--- config.mk ---
export PLATFORM = sky130hd
export DESIGN_NAME = soa_ctrl
export DESIGN_NICKNAME = d
export VERILOG_FILES = /design/src/hw/rtl/soa_pkg.sv /design/src/hw/rtl/soa_ctrl.sv
export SDC_FILE = /design/constraint.sdc
export NUM_CORES = 1
export LEC_CHECK = 0
export ABC_CLOCK_PERIOD_IN_PS = 2950
export BUFFER_PORTS_ARGS = -buffer_cell sky130_fd_sc_hd__clkbuf_2
export CAP_MARGIN = 20
export CORE_UTILIZATION = 49
export CTS_CLUSTER_DIAMETER = 40
export DETAILED_ROUTE_END_ITERATION = 16
export PLACE_DENSITY = 0.8
export SLEW_MARGIN = 20
export SYNTH_ARGS = -nofsm -noshare
export SYNTH_HDL_FRONTEND = slang
export SYNTH_SLANG_ARGS = --single-unit
--- constraint.sdc ---
create_clock -name i_clk -period 2.95 [get_ports i_clk]
set_clock_uncertainty 0.2 [all_clocks]
set_input_delay 0.4425 -clock i_clk [delete_from_list [all_inputs] [get_ports i_clk]]
set_output_delay 0.4425 -clock i_clk [all_outputs]
set_load 0.02 [all_outputs]
--- src/hw/rtl/soa_pkg.sv ---
// ----------------------------------------------------------------------------
// soa_pkg
// Shared constants, micro-operation codes and types of the slab allocator.
// ----------------------------------------------------------------------------
`default_nettype none

package soa_pkg;

    localparam int NUM_PAGES    = 16;
    localparam int PAGE_BYTES   = 4096;
    localparam int MAX_SLOTS    = 1024;
    localparam int HEADER_BYTES = 24;

    localparam int PG_W   = $clog2(NUM_PAGES);
    localparam int PGL_W  = PG_W + 1;
    localparam int SL_W   = $clog2(MAX_SLOTS);
    localparam int SLC_W  = SL_W + 1;
    localparam int OFF_W  = $clog2(PAGE_BYTES);
    localparam int DIV_W  = OFF_W + 1;
    localparam int WIDE_W = 17;
    localparam int OBJ_W  = 13;
    localparam int ALG_W  = 4;

    localparam logic [PGL_W-1:0] PG_NONE = PGL_W'(NUM_PAGES);
    localparam logic [SLC_W-1:0] SL_NONE = SLC_W'(MAX_SLOTS);

    localparam logic [1:0] OP_ALLOC  = 2'd0;
    localparam logic [1:0] OP_FREE   = 2'd1;
    localparam logic [1:0] OP_SHRINK = 2'd2;

    localparam logic [1:0] ST_OK      = 2'd0;
    localparam logic [1:0] ST_INVALID = 2'd1;
    localparam logic [1:0] ST_NOPAGE  = 2'd2;

    localparam logic [1:0] LST_FULL    = 2'd1;
    localparam logic [1:0] LST_PARTIAL = 2'd2;
    localparam logic [1:0] LST_EMPTY   = 2'd3;

    localparam logic [0:0] REG_OBJECT_BYTES = 1'd0;
    localparam logic [0:0] REG_ALIGN_LOG2   = 1'd1;

    localparam logic [4:0] C_NOP        = 5'd0;
    localparam logic [4:0] C_LOAD       = 5'd1;
    localparam logic [4:0] C_CFG_WR     = 5'd2;
    localparam logic [4:0] C_CDIV_START = 5'd3;
    localparam logic [4:0] C_DIV_STEP   = 5'd4;
    localparam logic [4:0] C_CFG_DONE   = 5'd5;
    localparam logic [4:0] C_FDIV_START = 5'd6;
    localparam logic [4:0] C_SEL_PART   = 5'd7;
    localparam logic [4:0] C_SEL_EMPTY  = 5'd8;
    localparam logic [4:0] C_SEL_FRESH  = 5'd9;
    localparam logic [4:0] C_RM1        = 5'd10;
    localparam logic [4:0] C_RM2        = 5'd11;
    localparam logic [4:0] C_RM3        = 5'd12;
    localparam logic [4:0] C_PUSH1      = 5'd13;
    localparam logic [4:0] C_PUSH2      = 5'd14;
    localparam logic [4:0] C_POP        = 5'd15;
    localparam logic [4:0] C_POP_RD     = 5'd16;
    localparam logic [4:0] C_LATCH_SLOT = 5'd17;
    localparam logic [4:0] C_FREE_PUSH  = 5'd18;
    localparam logic [4:0] C_SHR_START  = 5'd19;
    localparam logic [4:0] C_SHR_STEP   = 5'd20;
    localparam logic [4:0] C_RES        = 5'd21;

    typedef struct packed {
        logic [4:0] op;
        logic [1:0] lst;
        logic [1:0] sts;
    } t_cmd;

    typedef struct packed {
        logic       cfg_ok;
        logic [1:0] op;
        logic       div_done;
        logic       part_avail;
        logic       empty_avail;
        logic       fresh_avail;
        logic       free_ok;
        logic       slot_ok;
        logic       stack_nonempty;
        logic       free_zero;
        logic       free_last;
        logic       free_full;
        logic       free_one;
        logic       shr_more;
        logic       out_free;
    } t_stat;

    typedef struct packed {
        logic [PGL_W-1:0] next;
        logic [PGL_W-1:0] prev;
        logic [SLC_W-1:0] free;
        logic [SLC_W-1:0] top;
        logic [SL_W-1:0]  hw;
    } t_rec;

endpackage

`default_nettype wire

--- src/hw/rtl/soa_ctrl.sv ---
// ----------------------------------------------------------------------------
// soa_ctrl
// Sequencer of the slab allocator: steps each operation through micro-operations.
// ----------------------------------------------------------------------------
`default_nettype none

module soa_ctrl import soa_pkg::*; (
    input  wire logic  i_clk,
    input  wire logic  i_rst_n,
    input  wire logic  i_in_valid,
    input  wire logic  i_cfg_valid,
    input  wire t_stat i_stat,
    output logic       o_in_ready,
    output logic       o_cfg_ready,
    output t_cmd       o_cmd
);

    localparam logic [4:0] S_CSTART  = 5'd0;
    localparam logic [4:0] S_CDIV    = 5'd1;
    localparam logic [4:0] S_CFIN    = 5'd2;
    localparam logic [4:0] S_IDLE    = 5'd3;
    localparam logic [4:0] S_DISP    = 5'd4;
    localparam logic [4:0] S_A_POP   = 5'd5;
    localparam logic [4:0] S_A_RD    = 5'd6;
    localparam logic [4:0] S_A_LIST  = 5'd7;
    localparam logic [4:0] S_A_TOFUL = 5'd8;
    localparam logic [4:0] S_RM1     = 5'd9;
    localparam logic [4:0] S_RM2     = 5'd10;
    localparam logic [4:0] S_RM3     = 5'd11;
    localparam logic [4:0] S_PUSH1   = 5'd12;
    localparam logic [4:0] S_PUSH2   = 5'd13;
    localparam logic [4:0] S_F_DIV   = 5'd14;
    localparam logic [4:0] S_F_CHK   = 5'd15;
    localparam logic [4:0] S_F_PUSH  = 5'd16;
    localparam logic [4:0] S_F_LIST  = 5'd17;
    localparam logic [4:0] S_SHR     = 5'd18;
    localparam logic [4:0] S_DONE    = 5'd19;

    logic [4:0] r_state, n_state;
    logic [4:0] r_ret, n_ret;
    logic [1:0] r_lst, n_lst;
    logic [1:0] r_sts, n_sts;
    logic       r_moved, n_moved;

    always_ff @(posedge i_clk) begin
        if (!i_rst_n) begin
            r_state <= S_CSTART;
            r_ret   <= S_IDLE;
            r_lst   <= LST_FULL;
            r_sts   <= ST_OK;
            r_moved <= 1'b0;
        end else begin
            r_state <= n_state;
            r_ret   <= n_ret;
            r_lst   <= n_lst;
            r_sts   <= n_sts;
            r_moved <= n_moved;
        end
    end

    always_comb begin
        n_state     = r_state;
        n_ret       = r_ret;
        n_lst       = r_lst;
        n_sts       = r_sts;
        n_moved     = r_moved;
        o_in_ready  = 1'b0;
        o_cfg_ready = 1'b0;
        o_cmd.op    = C_NOP;
        o_cmd.lst   = r_lst;
        o_cmd.sts   = r_sts;
        case (r_state)
            S_CSTART: begin
                o_cmd.op = C_CDIV_START;
                n_state  = S_CDIV;
            end
            S_CDIV: begin
                if (i_stat.div_done) begin
                    n_state = S_CFIN;
                end else begin
                    o_cmd.op = C_DIV_STEP;
                end
            end
            S_CFIN: begin
                o_cmd.op = C_CFG_DONE;
                n_state  = S_IDLE;
            end
            S_IDLE: begin
                o_cfg_ready = 1'b1;
                o_in_ready  = !i_cfg_valid;
                if (i_cfg_valid) begin
                    o_cmd.op = C_CFG_WR;
                    n_state  = S_CSTART;
                end else if (i_in_valid) begin
                    o_cmd.op = C_LOAD;
                    n_state  = S_DISP;
                end
            end
            S_DISP: begin
                n_state = S_DONE;
                n_sts   = ST_INVALID;
                if (i_stat.cfg_ok) begin
                    case (i_stat.op)
                        OP_ALLOC: begin
                            if (i_stat.part_avail) begin
                                o_cmd.op = C_SEL_PART;
                                n_moved  = 1'b0;
                                n_state  = S_A_POP;
                            end else if (i_stat.empty_avail) begin
                                o_cmd.op = C_SEL_EMPTY;
                                n_moved  = 1'b1;
                                n_lst    = LST_EMPTY;
                                n_ret    = S_A_POP;
                                n_state  = S_RM1;
                            end else if (i_stat.fresh_avail) begin
                                o_cmd.op = C_SEL_FRESH;
                                n_moved  = 1'b1;
                                n_state  = S_A_POP;
                            end else begin
                                n_sts = ST_NOPAGE;
                            end
                        end
                        OP_FREE: begin
                            if (i_stat.free_ok) begin
                                o_cmd.op = C_FDIV_START;
                                n_state  = S_F_DIV;
                            end
                        end
                        OP_SHRINK: begin
                            o_cmd.op = C_SHR_START;
                            n_state  = S_SHR;
                        end
                        default: begin
                            n_sts = ST_INVALID;
                        end
                    endcase
                end
            end
            S_A_POP: begin
                o_cmd.op = C_POP;
                n_state  = i_stat.stack_nonempty ? S_A_RD : S_A_LIST;
            end
            S_A_RD: begin
                o_cmd.op = C_POP_RD;
                n_state  = S_A_LIST;
            end
            S_A_LIST: begin
                n_sts = ST_OK;
                if (r_moved) begin
                    n_lst   = i_stat.free_zero ? LST_FULL : LST_PARTIAL;
                    n_state = S_PUSH1;
                end else if (i_stat.free_zero) begin
                    n_lst   = LST_PARTIAL;
                    n_ret   = S_A_TOFUL;
                    n_state = S_RM1;
                end else begin
                    n_state = S_DONE;
                end
            end
            S_A_TOFUL: begin
                n_lst   = LST_FULL;
                n_state = S_PUSH1;
            end
            S_RM1: begin
                o_cmd.op = C_RM1;
                n_state  = S_RM2;
            end
            S_RM2: begin
                o_cmd.op = C_RM2;
                n_state  = S_RM3;
            end
            S_RM3: begin
                o_cmd.op = C_RM3;
                n_state  = r_ret;
            end
            S_PUSH1: begin
                o_cmd.op = C_PUSH1;
                n_state  = S_PUSH2;
            end
            S_PUSH2: begin
                o_cmd.op = C_PUSH2;
                n_sts    = ST_OK;
                n_state  = S_DONE;
            end
            S_F_DIV: begin
                if (i_stat.div_done) begin
                    n_state = S_F_CHK;
                end else begin
                    o_cmd.op = C_DIV_STEP;
                end
            end
            S_F_CHK: begin
                o_cmd.op = C_LATCH_SLOT;
                n_ret    = S_F_PUSH;
                if (!i_stat.slot_ok) begin
                    n_sts   = ST_INVALID;
                    n_state = S_DONE;
                end else if (i_stat.free_zero) begin
                    n_lst   = LST_FULL;
                    n_state = S_RM1;
                end else if (i_stat.free_last) begin
                    n_lst   = LST_PARTIAL;
                    n_state = S_RM1;
                end else begin
                    n_state = S_F_PUSH;
                end
            end
            S_F_PUSH: begin
                o_cmd.op = C_FREE_PUSH;
                n_state  = S_F_LIST;
            end
            S_F_LIST: begin
                n_sts = ST_OK;
                if (i_stat.free_full) begin
                    n_lst   = LST_EMPTY;
                    n_state = S_PUSH1;
                end else if (i_stat.free_one) begin
                    n_lst   = LST_PARTIAL;
                    n_state = S_PUSH1;
                end else begin
                    n_state = S_DONE;
                end
            end
            S_SHR: begin
                if (i_stat.shr_more) begin
                    o_cmd.op = C_SHR_STEP;
                end else begin
                    n_sts   = ST_OK;
                    n_state = S_DONE;
                end
            end
            S_DONE: begin
                if (i_stat.out_free) begin
                    o_cmd.op = C_RES;
                    n_state  = S_IDLE;
                end
            end
            default: begin
                n_state = S_IDLE;
            end
        endcase
    end

endmodule

`default_nettype wire

==> results.tsv, run 1 <==
metric	value	unit
run status	finished clean	
Fin. Hold Viols	0	
Critical Path End Type	primary output	
fraction of registers with async set/reset	0	
RSZ-0062 raised after global routing	false	
WP data required	2310	ps
Syn Area/Cell	6.95	um2
number of iterations in the first detailed-routing pass	5	
Post-CTS Hold Fix Bufs	0	
clk root buf	clkbuf_4	
Final #Nets	300	
LEAKAGE	0.770	nW
CP startpoint	r_state[3]	
post-detailed-placement half-perimeter wirelength	4.23	mm
critical path class	reg -> out	
remaining antenna violation count after routing	0	
top cells by area in the synthesized netlist	dfxtp_1, o21ai_0, nand2_1, a21oi_1, nor2_1	
Syn Inst Count	252	
PwrDens	500	nW/um2
Clk pwr share	0.121	
most area-hungry cell type in the Yosys netlist	dfxtp_1	
Die H	61.8	um
Most used DFF post-synth	dfxtp_1	
chip width	61.8	um
VDD IR max	0.000376	V
sequential share of power	0.234	
initial DRC count	235	
Antenna Cells	0	
Yosys cell types	62	
Via density	6.44	
TritonCTS clock tree	done	
hold_sp	r_ret[1]	
Area Growth Syn to Fin	11.9	%
synth warn	0	
Gate power share	0.644	
gp weighted congestion	1.01	
clk slew on worst S/H paths	90	ps
period utilisation layout	0.944	
Worst slew margin	0.586	
total wire length	5.42	mm
internal power	504	uW
I/O Buffers	30	
I/O pins	31	
DRC	0	
Sink Count	15	
initial antenna violation count	0	
largest net degree at the start of global routing	36	
GR Util All Layers	0.311	
core area	3390	um2
routed vias	2061	
number of synthesized register bits	15	
Clock Latency Late Sink	290	ps
final core utilization	0.578	
final setup violation count	0	
switching share of total power	0.486	
worst slew pin tran	621	ps
final setup TNS	0	ps
die area	3820	um2
cts bufs inserted	3	
H-tree depth	1	
total grt overflow	0	
clk buf depth	2	
Hold Path Class	reg -> reg	
first-pass GRT wire length	8.66	mm
max-slew violations	0	
worst r2r src	r_state[3]	
Gates resized, CTS repair	0	
fmax	359	MHz
synthesized area	1750	um2
proportion of layout cells with a drive suffix above 1	0.215	
Post-CTS Setup Bufs	0	
placed cell area	1930	um2
sequential-to-total area share from yosys stat	0.171	
Max-cap violations	0	
Synth top area share	0.171	
routed len/inst	16.9	um
switching power	476	uW
Critical Path AT	2140	ps
vias in the first global route	1802	
Startpoint Class	flip-flop	
Starting Density	0.517	
site row count	21	
Syn Nets	277	
post-route cell area	1960	um2
Post-synth EDFFs	0	
crit path time final	2790	ps
CP Max Fanout	9	
==> final cells by class <==
type / instances / area [um2]
well taps: 46 / 57.6
clock inverters: 1 / 5.00
inverters: 7 / 26.3
clock buffers: 3 / 22.5
repair buffers: 40 / 225
flip-flops and latches: 15 / 300
multi-input cells: 208 / 1320
fillers: 326 / 1430
==> power by group through the flow <==
stage	combinational (mW)	clock [mW]	sequential, mW
finish	0.631	0.119	0.230
global route	0.687	0.129	0.231
CTS	0.618	0.124	0.230
detailed placement	0.617	0	0.234
global placement	0.615	0	0.235
floorplan	0.468	0	0.235
==> worst max-delay path: stages (launching register included) <==
cell,delay [ps]
dfxtp_1,390
or4b_1,660
nor2_2,330
o2111ai_1,170
o41ai_1,90
clkbuf_2,220
==> Yosys cell counts (3+ instances only) <==
| library cell | instances |
|---|---|
| nor4b_1 | 3 |
| clkbuf_1 | 10 |
| o21ai_0 | 23 |
| nor4_1 | 5 |
| inv_1 | 7 |
| nor2_1 | 21 |
| o31a_1 | 3 |
| dfxtp_1 | 15 |
| nor2b_1 | 9 |
| ha_1 | 5 |
| a21oi_1 | 16 |
| nand2_1 | 27 |
| a31oi_1 | 3 |
| nand2b_1 | 7 |
| buf_2 | 9 |
| mux2i_1 | 5 |
| nand3_1 | 10 |
| and2_1 | 3 |
| nor3_1 | 9 |
| or2_2 | 3 |
==> final timing paths <==
path / end / slack, ps / cells after the start
worst max-delay path: o_cmd[7] / 160 / 5
worst max register to register: r_state[1] / 530 / 6
worst min register to register: r_ret[1] / 260 / 2
worst min-delay path: r_ret[1] / 260 / 2
==> cells in the final DEF (no fill, tap or decap), types with 5 or more instances in the layout <==
master	count
clkbuf_2	30
nand2_1	27
o21ai_0	23
nor2_1	21
a21oi_1	16
dfxtp_1	15
nand3_1	10
buf_4	10
nor2b_1	9
nor3_1	9
inv_1	7
nand2b_1	7
nor4_1	5
mux2i_1	5
ha_1	5
==> sequential cells by signal, summed over array words and instances, names as in the netlist <==
signal,flops
r_sts,2
r_state,5
r_moved,1
r_lst,2
r_ret,5
==> cells by family (layout without fill, tap and decap cells) <==
group | Yosys count | after routing | synth area share
DFF | 15 | 15 | 0.171
adders and majority gates | 5 | 5 | 0.0357
buffers and inverters | 29 | 51 | 0.0729
xor gates and xnor gates | 3 | 3 | 0.0150
muxes | 5 | 5 | 0.0286
and+or+nand+nor | 116 | 116 | 0.369
AOI/OAI and AO/OA | 79 | 79 | 0.308
==> routing by layer <==
metal  global-route usage  vias up  part of all wire  wire length [um]
li1                     -      983                 -                 -
met1                0.420      952              0.44              2400
met4               0.0952        0             0.020               108
met2                0.493      116              0.45              2420
met3               0.0725       10             0.090               487
met5                    0        -                 0                 0
==> through the flow <==
| stage | power [mW] | setup WS [ps] | std cells | hold WS, ps |
|---|---|---|---|---|
| 3_3_place_gp | 0.849 | 566 | 316 | 237 |
| 4_1_cts | 0.972 | 174 | 320 | 256 |
| 5_1_grt | 1.05 | 84.4 | 320 | 276 |
| 6_report | 0.980 | 164 | 320 | 257 |
| 3_5_place_dp | 0.851 | 496 | 316 | 241 |
| 2_1_floorplan | 0.703 | 215 | 252 | 223 |
Note: power is estimated with default switching activity, not from simulation.
==> inputs of run 2 (changes only) <==
--- a/config.mk
+++ b/config.mk
@@ -8,10 +8,12 @@
 export ABC_CLOCK_PERIOD_IN_PS = 2950
 export BUFFER_PORTS_ARGS = -buffer_cell sky130_fd_sc_hd__clkbuf_2
 export CAP_MARGIN = 20
-export CORE_UTILIZATION = 49
+export CELL_PAD_IN_SITES_DETAIL_PLACEMENT = 0
+export CELL_PAD_IN_SITES_GLOBAL_PLACEMENT = 1
+export CORE_UTILIZATION = 40
 export CTS_CLUSTER_DIAMETER = 40
 export DETAILED_ROUTE_END_ITERATION = 16
-export PLACE_DENSITY = 0.8
+export PLACE_DENSITY = 0.89
 export SLEW_MARGIN = 20
 export SYNTH_ARGS = -nofsm -noshare
 export SYNTH_HDL_FRONTEND = slang
==> run 2 against run 1 <==
Effect of this change: sequential power about the same; fmax rose by 3.6%; first-iteration DRC count rose by 4.3%; register-to-register slack got worse by 30 ps; cell area up 1.0%; cell count rose by 0.63%; sequential share of layout area shrank 0.15 points; non-clock buffer count is 2 lower; clock-buffer cell count grew 1; critical path type unchanged; largest power group unchanged.
==> results.tsv, run 2 (same netlist as run 1, synthesis figures left out) <==
metric	value	unit	change
Fin. Hold Viols	0		unchanged
initial antenna violation count	0		unchanged
DP Worst Slack	505	ps	+9.05 ps
Final #Nets	298		-0.67%
Critical Path AT	2050	ps	-90 ps
Crit path depth	6		+1
I/O pins	31		unchanged
CP peak stage delay	430	ps	-230 ps
Startpoint Class	flip-flop		
CP bufs+invs	2		+1
CP startpoint	r_state[4]		
worst slew pin tran	584	ps	-37.2 ps
chip width	68.2	um	+10%
LEAKAGE	0.766	nW	-0.53%
remaining antenna violation count after routing	0		unchanged
VDD IR max	0.000314	V	-16%
final core utilization	0.481		-0.0971
hold_sp	r_ret[1]		
gp weighted congestion	0.915		-9.8%
clk slew on worst S/H paths	60	ps	-30 ps
die area	4650	um2	+22%
Starting Density	0.426		-0.0911
CP Max Fanout	22		+13
placed cell area	1940	um2	+0.13%
H-tree depth	1		unchanged
proportion of layout cells with a drive suffix above 1	0.206		-0.00945
WP data required	2310	ps	about the same
clk root buf	clkbuf_8		
DRC	0		unchanged
site row count	23		+9.5%
total grt overflow	0		unchanged
worst r2r src	r_state[4]		
GR Util All Layers	0.252		-0.0596
first-pass GRT wire length	8.67	mm	+0.16%
Sink Count	15		unchanged
crit path time final	2690	ps	-96.5 ps
Worst slew margin	0.601		+0.0147
routed vias	2001		-2.9%
largest net degree at the start of global routing	36		unchanged
R2R cell count	6		unchanged
run status	finished clean		
critical path class	reg -> out		
family with the most delay on the worst path	simple AND/OR/NAND/NOR gates		
post-detailed-placement half-perimeter wirelength	4.04	mm	-4.5%
PwrDens	515	nW/um2	+3.1%
TritonCTS clock tree	done		
total wire length	5.41	mm	about the same
Area Growth Syn to Fin	13.1	%	
Clock Latency Late Sink	250	ps	-40 ps
core area	4120	um2	+21%
vias in the first global route	1765		-2.1%
Max-cap violations	0		unchanged
WHS Path Cells	2		unchanged
final worst slack	261	ps	+96.5 ps
fmax	372	MHz	+3.6%
clk buf depth	2		unchanged
slowest CP cell	or3b_4		
final setup violation count	0		unchanged
layout filler cell count	428		+31%
registers with the most flip-flops	r_ret: 5 flops, r_state: 5 flops		
Antenna Cells	0		unchanged
cts bufs inserted	3		unchanged
most frequent cells in the layout	clkbuf_2, nand2_1, o21ai_0, nor2_1, a21oi_1		
Via density	6.21		-3.5%
Post-CTS Hold Fix Bufs	0		unchanged
routed len/inst	16.8	um	-0.71%
Die H	68.2	um	+10%
CP Cell Sequence	buf_4, or3b_4, nor3_1, a22oi_1, o211ai_1, clkbuf_2		
initial DRC count	245		+4.3%
Hold Path Class	reg -> reg		
RSZ-0062 raised after global routing	false		
max-slew violations	0		unchanged
post-route cell area	1980	um2	+1.0%
final setup TNS	0	ps	unchanged
number of iterations in the first detailed-routing pass	5		unchanged
Critical Path End Type	primary output		
I/O Buffers	30		unchanged
commonest non-fill, non-tap cell in the layout	clkbuf_2		
period utilisation layout	0.912		-0.0327
Gates resized, CTS repair	0		unchanged
Post-CTS Setup Bufs	0		unchanged
[run 2: cell count changes in the layout (fill, tap and decap cells not counted), sizes merged]
cell | previous run | this run
buf | 10 | 8
clkbuf | 33 | 34
clkinv | 1 | 0
[run 2: power by group]
| part | internal [mW] | leakage, nW | switching (mW) |
|---|---|---|---|
| combinational | 0.228 | 0.622 | 0.397 |
| sequential | 0.220 | 0.122 | 0.00910 |
| clock | 0.0957 | 0.0228 | 0.0715 |
[run 2: final timing paths]
kind                 to  slack, ps
max            o_cmd[4]        260
min reg2reg    r_ret[1]        250
min            r_ret[1]        250
max reg2reg  r_state[2]        500
[run 2: tightest hold or removal path, cell delays in order (launching register included)]
cell     delay (ps)
dfxtp_1         310
nand2_1          50
nand2_1          40
[run 2: area by class of cell]
type / count / area (um2) / share of cell area
timing repair buffer: 38 / 223 / 0.112
multi-input combinational: 208 / 1320 / 0.668
sequential: 15 / 300 / 0.152
tap: 50 / 62.6 / 0.0316
inverter: 7 / 26.3 / 0.0133
clock buffer: 4 / 45.0 / 0.0227
[run 2: stage by stage]
stage	hold WS, ps	std cells	total power [mW]
finish	250	322	1.02
global route	281	322	1.08
CTS	252	322	1.01
detailed placement	245	318	0.844
global placement	235	318	0.840
floorplan	223	252	0.703
[run 2: routing by layer]
layer  share of wire  global-route usage  vias to the layer above
li1                -                   -                      983
met1            0.48               0.363                      923
met2            0.44               0.396                       85
met3           0.066              0.0167                       10
met4           0.016              0.0729                        0
met5               0                   0                        -
==> inputs of run 3 (changes only) <==
--- a/config.mk
+++ b/config.mk
@@ -6,14 +6,14 @@
 export NUM_CORES = 1
 export LEC_CHECK = 0
 export ABC_CLOCK_PERIOD_IN_PS = 2950
-export BUFFER_PORTS_ARGS = -buffer_cell sky130_fd_sc_hd__clkbuf_2
 export CAP_MARGIN = 20
 export CELL_PAD_IN_SITES_DETAIL_PLACEMENT = 0
 export CELL_PAD_IN_SITES_GLOBAL_PLACEMENT = 1
-export CORE_UTILIZATION = 40
+export CORE_UTILIZATION = 45
 export CTS_CLUSTER_DIAMETER = 40
 export DETAILED_ROUTE_END_ITERATION = 16
-export PLACE_DENSITY = 0.89
+export DONT_BUFFER_PORTS = 1
+export PLACE_DENSITY = 0.88
 export SLEW_MARGIN = 20
 export SYNTH_ARGS = -nofsm -noshare
 export SYNTH_HDL_FRONTEND = slang
==> run 3 against run 2 <==
Effect of this change: critical path depth fell by 1; routed wire length shrank 0.78%; first-iteration DRC count is 7.8% lower; die area down 11%; global-route usage increased by 1.5 points; sequential cell count unchanged; sequential power is 3% higher; clock power increased by 4%; sequential share of layout area is 1.0 points higher; via count down 4.6%; cell area shrank 6.4%; critical endpoint is now o_cmd[7].
==> results.tsv, run 3 (same netlist as run 1, synthesis figures left out) <==
metric	value	unit	change
total grt overflow	0		unchanged
Hold Path Class	in -> reg		
gp weighted congestion	0.970		+6.0%
fmax	364	MHz	-2.0%
Final #Nets	273		-8.4%
largest net degree at the start of global routing	37		+2.8%
site row count	22		-4.3%
Clock Latency Late Sink	250	ps	about the same
Post-CTS Setup Bufs	0		unchanged
Area Growth Syn to Fin	5.86	%	
H-tree depth	1		unchanged
clk slew on worst S/H paths	70	ps	about the same
number of iterations in the first detailed-routing pass	5		unchanged
GR Util All Layers	0.266		+0.0145
final setup TNS	0	ps	unchanged
proportion of layout cells with a drive suffix above 1	0.130		-0.0763
Clk pwr share	0.175		+0.011
routed vias	1908		-4.6%
switching share of total power	0.470		+0.00199
sequential share of power	0.240		+0.015
Pwr Total	987	uW	-3.3%
first-pass GRT wire length	8.70	mm	+0.31%
die area	4150	um2	-11%
switching power	464	uW	-2.9%
worst slew pin tran	606	ps	+22.2 ps
most frequent cells in the layout	nand2_1, o21ai_0, nor2_1, a21oi_1, dfxtp_1		
chip width	64.4	um	-5.6%
WP data required	2310	ps	about the same
Worst slew margin	0.593		-0.00787
registers with the most flip-flops	r_ret: 5 flops, r_state: 5 flops		
initial antenna violation count	0		unchanged
RSZ-0062 raised after global routing	false		
VDD IR max	0.000269	V	-14%
clk root buf	clkbuf_8		
vias in the first global route	1756		-0.51%
R2R cell count	6		unchanged
post-detailed-placement half-perimeter wirelength	4.11	mm	+1.8%
max-slew violations	0		unchanged
slowest CP cell	or4b_1		
total wire length	5.37	mm	-0.78%
core area	3690	um2	-10%
final setup violation count	0		unchanged
Sink Count	15		unchanged
routed len/inst	18.2	um	+8.3%
I/O Buffers	0		-100%
Critical Path End Type	primary output		
Startpoint Class	flip-flop		
period utilisation layout	0.931		+0.0189
Post-CTS Hold Fix Bufs	0		unchanged
TritonCTS clock tree	done		
Max-cap violations	0		unchanged
CP Max Fanout	13		-41%
Antenna Cells	0		unchanged
initial DRC count	226		-7.8%
critical path class	reg -> out		
CP peak stage delay	640	ps	+210 ps
commonest non-fill, non-tap cell in the layout	nand2_1		
Worst R2R Setup Slack	530	ps	+30 ps
cts bufs inserted	3		unchanged
Starting Density	0.475		+0.0492
crit path time final	2750	ps	+55.8 ps
Gates resized, CTS repair	0		unchanged
Via density	6.47		+4.1%
Fin. Hold Viols	0		unchanged
Die H	64.4	um	-5.6%
PwrDens	532	nW/um2	+3.3%
DRC	0		unchanged
Gate power share	0.585		-0.027
remaining antenna violation count after routing	0		unchanged
Critical Path AT	2100	ps	+50 ps
CP Cell Sequence	or4b_1, nor2_2, o2111ai_1, o41ai_1, buf_4		
WHS Path Cells	1		-1
I/O pins	31		unchanged
internal power	523	uW	-3.7%
clk buf depth	2		unchanged
run status	finished clean		
WHS	49.5	ps	-200 ps
LEAKAGE	0.667	nW	-13%
==> run 3: changes by cell type in the layout (fill, tap and decap cells not counted) <==
cell,previous run,this run
clkbuf_2,30,0
buf_12,1,0
clkbuf_1,1,0
buf_4,7,13
clkinv_2,0,1
==> run 3: cell type report <==
class | count | area [um2]
fillers | 392 | 1830
multi-input cells | 208 | 1320
flip-flops and latches | 15 | 300
repair buffers | 13 | 97.6
well taps | 48 | 60.1
clock buffers | 3 | 41.3
inverters | 7 | 26.3
clock inverters | 1 | 5.00
==> run 3: metal layers <==
metal  share of wire  wire, um  up-vias  GRT usage
met5               0         0        -          0
met4          0.0076        41        0     0.0361
met3            0.10       549        4     0.0554
met2            0.44      2360      106      0.414
met1            0.45      2420      866      0.381
li1                -         -      932          -
==> run 3: stage by stage <==
stage	cell area, um2	util	setup WS [ps]	instances
after floorplan	1750	-	215	252
after global placement	1810	0.490	561	291
after detailed placement	1810	0.490	514	291
after CTS	1850	0.503	233	295
after global routing	1850	0.503	81.7	295
final	1850	0.503	205	295
==> run 3: critical path: cells and delay by family, from the launching register on <==
kind	cells	cell delay, ps
DFF	1	420
AOI/OAI and AO/OA	2	250
buffers and inverters	1	200
and+or+nand+nor	2	980
==> run 3: final timing paths <==
kind           endpoint       start
max            o_cmd[7]  r_state[4]
min            r_ret[0]     i_rst_n
max reg2reg  r_state[2]  r_state[4]
min reg2reg    r_ret[1]    r_ret[1]
==> run 3: power by group through the flow <==
stage	Clock [mW]	Sequential, mW	Combinational (mW)
6_report	0.173	0.237	0.577
5_1_grt	0.181	0.239	0.622
4_1_cts	0.178	0.237	0.566
3_5_place_dp	0	0.241	0.565
3_3_place_gp	0	0.241	0.566
2_1_floorplan	0	0.235	0.468
